--- config.mk ---
export PLATFORM = sky130hd
export DESIGN_NAME = frame_peak_rms_meter_top
export DESIGN_NICKNAME = d
export VERILOG_FILES = /design/src/rtl/fprm_pkg.sv /design/src/rtl/fprm_accum.sv /design/src/rtl/fprm_divsqrt.sv /design/src/rtl/frame_peak_rms_meter_top.sv
export VERILOG_INCLUDE_DIRS = /design/src /design/src/rtl
export SDC_FILE = /design/constraint.sdc
export NUM_CORES = 1
export LEC_CHECK = 0
export BUFFER_PORTS_ARGS = -buffer_cell sky130_fd_sc_hd__buf_2
export CORE_ASPECT_RATIO = 1.2
export CORE_MARGIN = 2
export CORE_UTILIZATION = 45
export DETAILED_ROUTE_END_ITERATION = 12
export HOLD_SLACK_MARGIN = 0.12
export PLACE_DENSITY = 0.68
export SLEW_MARGIN = 20
export SYNTH_ARGS = -nofsm -noshare
export SYNTH_HDL_FRONTEND = slang
export SYNTH_SLANG_ARGS = --single-unit
--- constraint.sdc ---
create_clock -name clk_i -period 12 [get_ports clk_i]
set_input_delay 0.6 -clock clk_i [delete_from_list [all_inputs] [get_ports clk_i]]
set_output_delay 0.6 -clock clk_i [all_outputs]
set_load 0.01 [all_outputs]
--- src/rtl/frame_peak_rms_meter_top_defines.svh ---
// Assertion macros used by the frame meter top level.
`ifndef FRAME_PEAK_RMS_METER_TOP_DEFINES_SVH
`define FRAME_PEAK_RMS_METER_TOP_DEFINES_SVH

// Same-cycle implication, checked on clk_i and disabled in reset.
`define FPRM_ASSERT_NOW(lbl, ante, cons, msg) \
  lbl: assert property (@(posedge clk_i) disable iff (!rst_ni) (ante) |-> (cons)) \
    else $error(msg);

// Next-cycle implication, checked on clk_i and disabled in reset.
`define FPRM_ASSERT_NEXT(lbl, ante, cons, msg) \
  lbl: assert property (@(posedge clk_i) disable iff (!rst_ni) (ante) |=> (cons)) \
    else $error(msg);

`endif

--- src/rtl/fprm_pkg.sv ---
// Package with the constants, types and state encodings of the frame meter.
package fprm_pkg;

  localparam int SAMPLE_BITS = 16;
  localparam int MAX_FRAME   = 1024;
  localparam int SUM_W       = 41;
  localparam int CNT_W       = $clog2(MAX_FRAME + 1);
  localparam int SQ_W        = 2 * SAMPLE_BITS - 1;
  localparam int RAD_W       = 2 * SAMPLE_BITS;
  localparam int ROOT_W      = SAMPLE_BITS;
  localparam int DIV_REM_W   = CNT_W + 1;
  localparam int SQRT_REM_W  = ROOT_W + 4;
  localparam int REM_W       = (DIV_REM_W > SQRT_REM_W) ? DIV_REM_W : SQRT_REM_W;
  localparam int STEP_W      = $clog2(SUM_W);

  typedef logic signed [SAMPLE_BITS-1:0] sample_t;

  typedef enum logic [1:0] {
    ST_IDLE,
    ST_ACC,
    ST_CALC,
    ST_OUT
  } fprm_state_e;

  typedef enum logic [1:0] {
    ENG_IDLE,
    ENG_DIV,
    ENG_SQRT,
    ENG_DONE
  } fprm_eng_e;

  typedef struct packed {
    logic load;
    logic acc;
    logic close;
  } fprm_acc_ctrl_t;

  typedef struct packed {
    sample_t            max_value;
    sample_t            min_value;
    logic [SUM_W-1:0]   square_sum;
    logic [CNT_W-1:0]   sample_count;
    logic               overflow;
  } fprm_snap_t;

endpackage

--- src/rtl/fprm_accum.sv ---
// Frame accumulators: running extremes, registered square, saturating sum and count.
module fprm_accum
  import fprm_pkg::*;
(
  input  logic           clk_i,
  input  logic           rst_ni,
  input  fprm_acc_ctrl_t ctrl_i,
  input  sample_t        sample_i,
  output fprm_snap_t     snap_o
);

  sample_t                  max_q, min_q;
  logic [SUM_W-1:0]         sum_q, sum_d;
  logic [CNT_W-1:0]         count_q, count_d;
  logic                     ovf_q, ovf_d;
  logic [SQ_W-1:0]          sq_q;
  logic signed [SAMPLE_BITS:0] sample_ext, mag_ext;
  logic [SAMPLE_BITS-1:0]   mag;
  logic [2*SAMPLE_BITS-1:0] product;
  logic [SUM_W:0]           sum_ext;
  logic                     full;

  assign sample_ext = (SAMPLE_BITS + 1)'(sample_i);
  assign mag_ext    = sample_ext[SAMPLE_BITS] ? -sample_ext : sample_ext;
  assign mag        = mag_ext[SAMPLE_BITS-1:0];
  assign product    = mag * mag;

  always_comb begin
    full    = (count_q >= CNT_W'(MAX_FRAME));
    sum_ext = {1'b0, sum_q} + (SUM_W + 1)'(sq_q);
    sum_d   = sum_q;
    count_d = count_q;
    ovf_d   = ovf_q | full;
    if (!full) begin
      sum_d   = sum_ext[SUM_W] ? {SUM_W{1'b1}} : sum_ext[SUM_W-1:0];
      count_d = count_q + CNT_W'(1);
    end
  end

  always_ff @(posedge clk_i or negedge rst_ni) begin
    if (!rst_ni) begin
      max_q   <= {1'b1, {(SAMPLE_BITS-1){1'b0}}};
      min_q   <= {1'b0, {(SAMPLE_BITS-1){1'b1}}};
      sum_q   <= '0;
      count_q <= '0;
      ovf_q   <= 1'b0;
    end else if (ctrl_i.load) begin
      if (sample_i > max_q) begin
        max_q <= sample_i;
      end
      if (sample_i < min_q) begin
        min_q <= sample_i;
      end
    end else if (ctrl_i.acc) begin
      if (ctrl_i.close) begin
        max_q   <= {1'b1, {(SAMPLE_BITS-1){1'b0}}};
        min_q   <= {1'b0, {(SAMPLE_BITS-1){1'b1}}};
        sum_q   <= '0;
        count_q <= '0;
        ovf_q   <= 1'b0;
      end else begin
        sum_q   <= sum_d;
        count_q <= count_d;
        ovf_q   <= ovf_d;
      end
    end
  end

  always_ff @(posedge clk_i) begin
    if (ctrl_i.load) begin
      sq_q <= product[SQ_W-1:0];
    end
  end

  assign snap_o.max_value    = max_q;
  assign snap_o.min_value    = min_q;
  assign snap_o.square_sum   = sum_d;
  assign snap_o.sample_count = count_d;
  assign snap_o.overflow     = ovf_d;

endmodule

--- src/rtl/fprm_divsqrt.sv ---
// Iterative engine that divides the square sum by the count and takes the floor square root.
module fprm_divsqrt
  import fprm_pkg::*;
(
  input  logic              clk_i,
  input  logic              rst_ni,
  input  logic              start_i,
  input  logic [SUM_W-1:0]  dividend_i,
  input  logic [CNT_W-1:0]  divisor_i,
  output logic              busy_o,
  output logic              done_o,
  output logic [ROOT_W-1:0] root_o
);

  fprm_eng_e         state_q, state_d;
  logic [SUM_W-1:0]  work_q, work_d;
  logic [REM_W-1:0]  rem_q, rem_d;
  logic [ROOT_W-1:0] root_q, root_d;
  logic [CNT_W-1:0]  divisor_q, divisor_d;
  logic [STEP_W-1:0] step_q, step_d;
  logic [REM_W-1:0]  rem_sh, sub_b;
  logic [REM_W:0]    diff;
  logic              ge;

  // One shared subtractor serves both the division and the root steps.
  always_comb begin
    if (state_q == ENG_SQRT) begin
      rem_sh = {rem_q[REM_W-3:0], work_q[RAD_W-1 -: 2]};
      sub_b  = REM_W'({root_q, 2'b01});
    end else begin
      rem_sh = {rem_q[REM_W-2:0], work_q[SUM_W-1]};
      sub_b  = REM_W'(divisor_q);
    end
    diff = {1'b0, rem_sh} - {1'b0, sub_b};
    ge   = ~diff[REM_W];
  end

  always_comb begin
    state_d   = state_q;
    work_d    = work_q;
    rem_d     = rem_q;
    root_d    = root_q;
    divisor_d = divisor_q;
    step_d    = step_q;
    case (state_q)
      ENG_IDLE: begin
        if (start_i) begin
          work_d    = dividend_i;
          rem_d     = '0;
          divisor_d = (divisor_i == '0) ? CNT_W'(1) : divisor_i;
          step_d    = STEP_W'(SUM_W - 1);
          state_d   = ENG_DIV;
        end
      end
      ENG_DIV: begin
        work_d = {work_q[SUM_W-2:0], ge};
        rem_d  = ge ? diff[REM_W-1:0] : rem_sh;
        step_d = step_q - STEP_W'(1);
        if (step_q == '0) begin
          rem_d   = '0;
          root_d  = '0;
          step_d  = STEP_W'(ROOT_W - 1);
          state_d = ENG_SQRT;
        end
      end
      ENG_SQRT: begin
        work_d = {work_q[SUM_W-3:0], 2'b00};
        rem_d  = ge ? diff[REM_W-1:0] : rem_sh;
        root_d = {root_q[ROOT_W-2:0], ge};
        step_d = step_q - STEP_W'(1);
        if (step_q == '0) begin
          state_d = ENG_DONE;
        end
      end
      ENG_DONE: begin
        state_d = ENG_IDLE;
      end
      default: begin
        state_d = ENG_IDLE;
      end
    endcase
  end

  always_ff @(posedge clk_i or negedge rst_ni) begin
    if (!rst_ni) begin
      state_q <= ENG_IDLE;
    end else begin
      state_q <= state_d;
    end
  end

  always_ff @(posedge clk_i) begin
    work_q    <= work_d;
    rem_q     <= rem_d;
    root_q    <= root_d;
    divisor_q <= divisor_d;
    step_q    <= step_d;
  end

  assign busy_o = (state_q != ENG_IDLE);
  assign done_o = (state_q == ENG_DONE);
  assign root_o = root_q;

endmodule

--- src/rtl/frame_peak_rms_meter_top.sv ---
// Top level of the frame peak and RMS meter with its sequencer and output register.
// The slave stream carries one signed sample per transaction in s_axis_tdata, with
// s_axis_tlast marking the last sample of a frame. Every sample updates the running
// maximum, minimum, square sum and count. After an ordinary sample, s_axis_tready drops
// for the accumulate state, the cycle in which the registered square is added to the sum.
// The last sample of a frame starts the shared divide and root engine: 41 restoring
// division steps and 16 root steps on one subtractor. The accumulate state, the engine
// steps and its done state lead to the output state, which loads the frame result once
// the output register is free; s_axis_tready stays low until it has been loaded. The
// result carries max, min, peak magnitude, peak-to-peak and RMS in m_axis_tdata and the
// overflow flag in m_axis_tuser. A held result does not block the next frame: only
// loading a new result waits for m_axis_tready to free the output register. Frames
// longer than 1024 samples saturate the count and sum and set the overflow flag.
// Reset empties the output register and clears all accumulators.
`include "frame_peak_rms_meter_top_defines.svh"

module frame_peak_rms_meter_top
  import fprm_pkg::*;
(
  input  logic        clk_i,
  input  logic        rst_ni,
  input  logic        s_axis_tvalid,
  output logic        s_axis_tready,
  input  logic [15:0] s_axis_tdata,  // [15:0] sample
  input  logic        s_axis_tlast,
  output logic        m_axis_tvalid,
  input  logic        m_axis_tready,
  output logic [79:0] m_axis_tdata,  // [15:0] max_value, [31:16] min_value,
                                     // [47:32] peak_magnitude, [63:48] peak_to_peak,
                                     // [79:64] rms_value
  output logic        m_axis_tuser   // [0] overflow
);

  fprm_state_e       state_q, state_d;
  fprm_acc_ctrl_t    acc_ctrl;
  fprm_snap_t        snap;
  logic              last_q;
  logic              eng_start, eng_busy, eng_done;
  logic [ROOT_W-1:0] eng_root;
  logic              out_load, out_valid_q;
  logic [79:0]       out_data_q;
  logic              out_ovf_q;
  sample_t           res_max_q, res_min_q;
  logic              res_ovf_q;
  logic signed [SAMPLE_BITS:0] max_ext, min_ext, amax, amin, p2p;
  logic [SAMPLE_BITS-1:0]      peak;

  fprm_accum u_accum (
    .clk_i    (clk_i),
    .rst_ni   (rst_ni),
    .ctrl_i   (acc_ctrl),
    .sample_i (sample_t'(s_axis_tdata[SAMPLE_BITS-1:0])),
    .snap_o   (snap)
  );

  fprm_divsqrt u_divsqrt (
    .clk_i      (clk_i),
    .rst_ni     (rst_ni),
    .start_i    (eng_start),
    .dividend_i (snap.square_sum),
    .divisor_i  (snap.sample_count),
    .busy_o     (eng_busy),
    .done_o     (eng_done),
    .root_o     (eng_root)
  );

  always_comb begin
    state_d        = state_q;
    s_axis_tready  = 1'b0;
    acc_ctrl.load  = 1'b0;
    acc_ctrl.acc   = 1'b0;
    acc_ctrl.close = 1'b0;
    eng_start      = 1'b0;
    out_load       = 1'b0;
    case (state_q)
      ST_IDLE: begin
        s_axis_tready = 1'b1;
        if (s_axis_tvalid) begin
          acc_ctrl.load = 1'b1;
          state_d       = ST_ACC;
        end
      end
      ST_ACC: begin
        acc_ctrl.acc   = 1'b1;
        acc_ctrl.close = last_q;
        if (last_q) begin
          eng_start = 1'b1;
          state_d   = ST_CALC;
        end else begin
          state_d = ST_IDLE;
        end
      end
      ST_CALC: begin
        if (eng_done) begin
          state_d = ST_OUT;
        end
      end
      ST_OUT: begin
        if (!out_valid_q || m_axis_tready) begin
          out_load = 1'b1;
          state_d  = ST_IDLE;
        end
      end
      default: begin
        state_d = ST_IDLE;
      end
    endcase
  end

  always_ff @(posedge clk_i or negedge rst_ni) begin
    if (!rst_ni) begin
      state_q     <= ST_IDLE;
      out_valid_q <= 1'b0;
    end else begin
      state_q <= state_d;
      if (out_load) begin
        out_valid_q <= 1'b1;
      end else if (m_axis_tready) begin
        out_valid_q <= 1'b0;
      end
    end
  end

  assign max_ext = (SAMPLE_BITS + 1)'(res_max_q);
  assign min_ext = (SAMPLE_BITS + 1)'(res_min_q);
  assign amax    = max_ext[SAMPLE_BITS] ? -max_ext : max_ext;
  assign amin    = min_ext[SAMPLE_BITS] ? -min_ext : min_ext;
  assign peak    = (amax > amin) ? amax[SAMPLE_BITS-1:0] : amin[SAMPLE_BITS-1:0];
  assign p2p     = max_ext - min_ext;

  always_ff @(posedge clk_i) begin
    if (s_axis_tvalid && s_axis_tready) begin
      last_q <= s_axis_tlast;
    end
    if (acc_ctrl.close) begin
      res_max_q <= snap.max_value;
      res_min_q <= snap.min_value;
      res_ovf_q <= snap.overflow;
    end
    if (out_load) begin
      out_data_q <= {eng_root, p2p[SAMPLE_BITS-1:0], peak, res_min_q, res_max_q};
      out_ovf_q  <= res_ovf_q;
    end
  end

  assign m_axis_tvalid = out_valid_q;
  assign m_axis_tdata  = out_data_q;
  assign m_axis_tuser  = out_ovf_q;

  `FPRM_ASSERT_NEXT(a_short_sample, (state_q == ST_ACC) && !last_q, s_axis_tready,
                    "ordinary sample did not return to ready after two cycles")
  `FPRM_ASSERT_NOW(a_busy_not_ready, eng_busy, !s_axis_tready,
                   "input ready while the divide and root engine runs")
  `FPRM_ASSERT_NOW(a_load_free, out_load, !m_axis_tvalid || m_axis_tready,
                   "result loaded over an untaken result")
  `FPRM_ASSERT_NOW(a_count_bound, acc_ctrl.acc,
                   snap.sample_count <= CNT_W'(MAX_FRAME),
                   "frame sample count exceeds its limit")

endmodule
==> metrics <==
Synth area leader edfxtp_1; top cells by area, synth edfxtp_1, fa_1, ha_1; CP max-delay cell xnor2_1; die footprint around 60,000 µm²; antenna violations before repair 0; layout cells sized above 1 0.108; Avg WL per Cell 18.1 µm; synthesized area per cell a little over 10 µm²; Nets 3,001; root buffer cell clkbuf_16; Max Freq 111 MHz; worst hold stages 1; DRC 11; crit-path max cell delay approximately 0.85 ns; R2R cell count 15; Post-DP HPWL between 40,000 and 50,000 µm; max_slew headroom 0.269; Final ANT Viol Nets 0; Worst-path clk slew 0.06 ns; Hold WC Path Type input pin to register; CP Capture Type register; area grow syn2layout 9.90%; CTS tree built; sequential area share after synthesis 0.368; H-tree Lvls 2; Unique masters post-synth 85; Final Critical Period 9.00 ns; top-level I/O count 104; synthesized flop and latch total 328; CP arrival 9.27 ns; number of synthesized flops with an enable pin 238; top cell type's share of synthesized area 0.279; CP delay by family, top adder cells; Die Span X between 200 and 250 µm; failing checks design-rule violations; die height 265 µm; CTS buffer count 34; Post-Syn Area 25,600 µm²; worst-skew pair later-pin latency ~0.54 ns; CP max FO 11; fin. max-slew vios 0; Via-to-Cell Ratio 5.61; Total GRT Usage 0.208; Syn Inst Count 2,494; Clock Sinks 328; Crit path required time 12.27 ns; unrepaired setup endpoints after global routing no; final setup vio count 0; via count 18,784; Final Cycle Share 0.750; Primary FF master, synth edfxtp_1; RePlAce Congestion around 0.9; clk_skew slightly below 0.02 ns; initial DRC count 1,488; Fin Setup TNS 0 ns; final core utilization 0.502; vias in the first global route 19,612; share of synthesized flip-flops with an asynchronous set or reset 0.274; startpoint types input pin; outcome finished, violations left; Worst-Margin Slew 1.09 ns; WP buf/inv 5; CTS Buffer Depth 3; most used cell along the critical path fa_1; Fin. Hold Viols 0; crit path kind input pin to register; max-cap viol count 0; largest net degree at the start of global routing 84; Crit. path cell count 29; reg2reg setup slack roughly 7.1 ns; number of diodes 0; Worst Hold Slack ~0.27 ns; Starting Density 0.456; global route total overflow 0; drt total wl 60,600 µm; yosys warns 0; DRT Pass-1 Iters 9; area of the core 56,100 µm²; Rows 95; first-pass GRT wire length 99,800 µm; IO buf count 103
==> kinds of logic (layout without fill, tap and decap cells) <==
| group | after synthesis | in the layout | synth area share |
|---|---|---|---|
| compound gates | 539 | 539 | 0.142 |
| simple gates | 592 | 592 | 0.109 |
| xor+xnor | 145 | 145 | 0.0496 |
| other cells | 2 | 13 | 0.000293 |
| buf+inv | 433 | 547 | 0.0642 |
| flops | 328 | 328 | 0.368 |
| fa+ha+maj | 386 | 386 | 0.238 |
| mux | 69 | 69 | 0.0285 |
==> path summary, 6_finish.rpt <==
kind | from | end
max | s_axis_tdata[5] | u_accum.sq_q[27]
min | s_axis_tlast | last_q
max reg2reg | u_divsqrt.state_q[0] | u_divsqrt.rem_q[16]
min reg2reg | res_ovf_q | m_axis_tuser
max in group asynchronous | rst_ni | u_accum.sum_q[17]
min in group asynchronous | rst_ni | u_accum.max_q[1]
==> sequential cells by signal (all words and copies together) (netlist names), 11 cells and up <==
register             count
u_divsqrt.divisor_q     11
res_max_q               16
u_accum.min_q           16
u_accum.sq_q            30
u_accum.max_q           16
u_accum.count_q         11
m_axis_tdata            80
u_divsqrt.work_q        41
u_accum.sum_q           41
u_divsqrt.rem_q         19
res_min_q               16
u_divsqrt.root_o        16
==> layer usage <==
metal / vias to the layer above / track usage / share of wire
li1: 8884 / - / -
met1: 9264 / 0.264 / 0.42
met2: 507 / 0.365 / 0.50
met3: 129 / 0.0245 / 0.048
met4: 0 / 0.0791 / 0.033
met5: - / 0 / 0
==> per-stage QoR <==
step                cells  worst slack (ns)  cell area, µm²
floorplan            2505              3.90           25600
global placement     3284              2.68           27000
detailed placement   3284              2.48           27000
CTS                  3346              3.03           28100
global route         3346              2.47           28100
finish               3346              3.00           28100
==> cell usage in the layout, fill, tap and decap left out, types with 74 or more instances in the layout <==
cell	count
a21oi_1	149
buf_2	102
dfrtp_1	74
edfxtp_1	238
fa_1	167
ha_1	218
inv_1	347
nand2_1	165
nor2_1	177
o21ai_0	93
xnor2_1	92
==> synthesized netlist by cell type, types with 8 or more instances <==
cell type  number
or3_1          13
o41ai_1         9
and3_1         12
a22o_1         11
and2_1         21
dfstp_2        16
o221a_2        15
inv_1         348
o211ai_1        8
nand2b_1       21
nand3_1        50
nand4_1        22
o31ai_1        23
mux2_2         32
fa_1          167
o21bai_1       21
nand2_1       165
o22ai_1        33
nor3b_1         9
dfrtp_1        74
nor2_1        179
a221oi_1       22
nor2b_1        30
ha_1          219
a21oi_1       150
nor3_1         40
xor2_1         53
a21o_1         36
a31oi_1        12
a211oi_1       12
clkbuf_1       65
mux2i_1        37
o21a_1         25
o21ai_0        94
a22oi_1        12
edfxtp_1      238
xnor2_1        92
==> cell type report <==
| class | instances | area (µm²) |
|---|---|---|
| clock buffer | 44 | 910 |
| multi-input combinational | 1744 | 14600 |
| fill | 4975 | 28000 |
| timing repair buffer | 131 | 731 |
| inverter | 355 | 1330 |
| tap | 727 | 910 |
| clock inverter | 17 | 224 |
| sequential | 328 | 9420 |
==> worst register-to-register path, stage by stage, from the launching register on <==
cell and delay (ns):
dfrtp_1 0.42, inv_1 0.14, ha_2 0.19, buf_4 0.71, mux2_2 0.45, ha_1 0.34, o21ai_0 0.26, a21o_1 0.19
a21oi_1 0.07, a311oi_2 0.46, o31a_1 0.28, o21ai_2 0.14, a2111oi_4 0.28, buf_4 0.39, mux2i_1 0.26, nor2_1 0.06
==> what timing repair did <==
item,CTS,global route
gates resized for setup,0,0
setup buffers,0,0
hold buffers,1,0
hold endpoints to repair,13,0
Power is left out: the tool's default activity adds up to more than one toggle a clock period on the data nets, which glitch-free logic cannot reach.
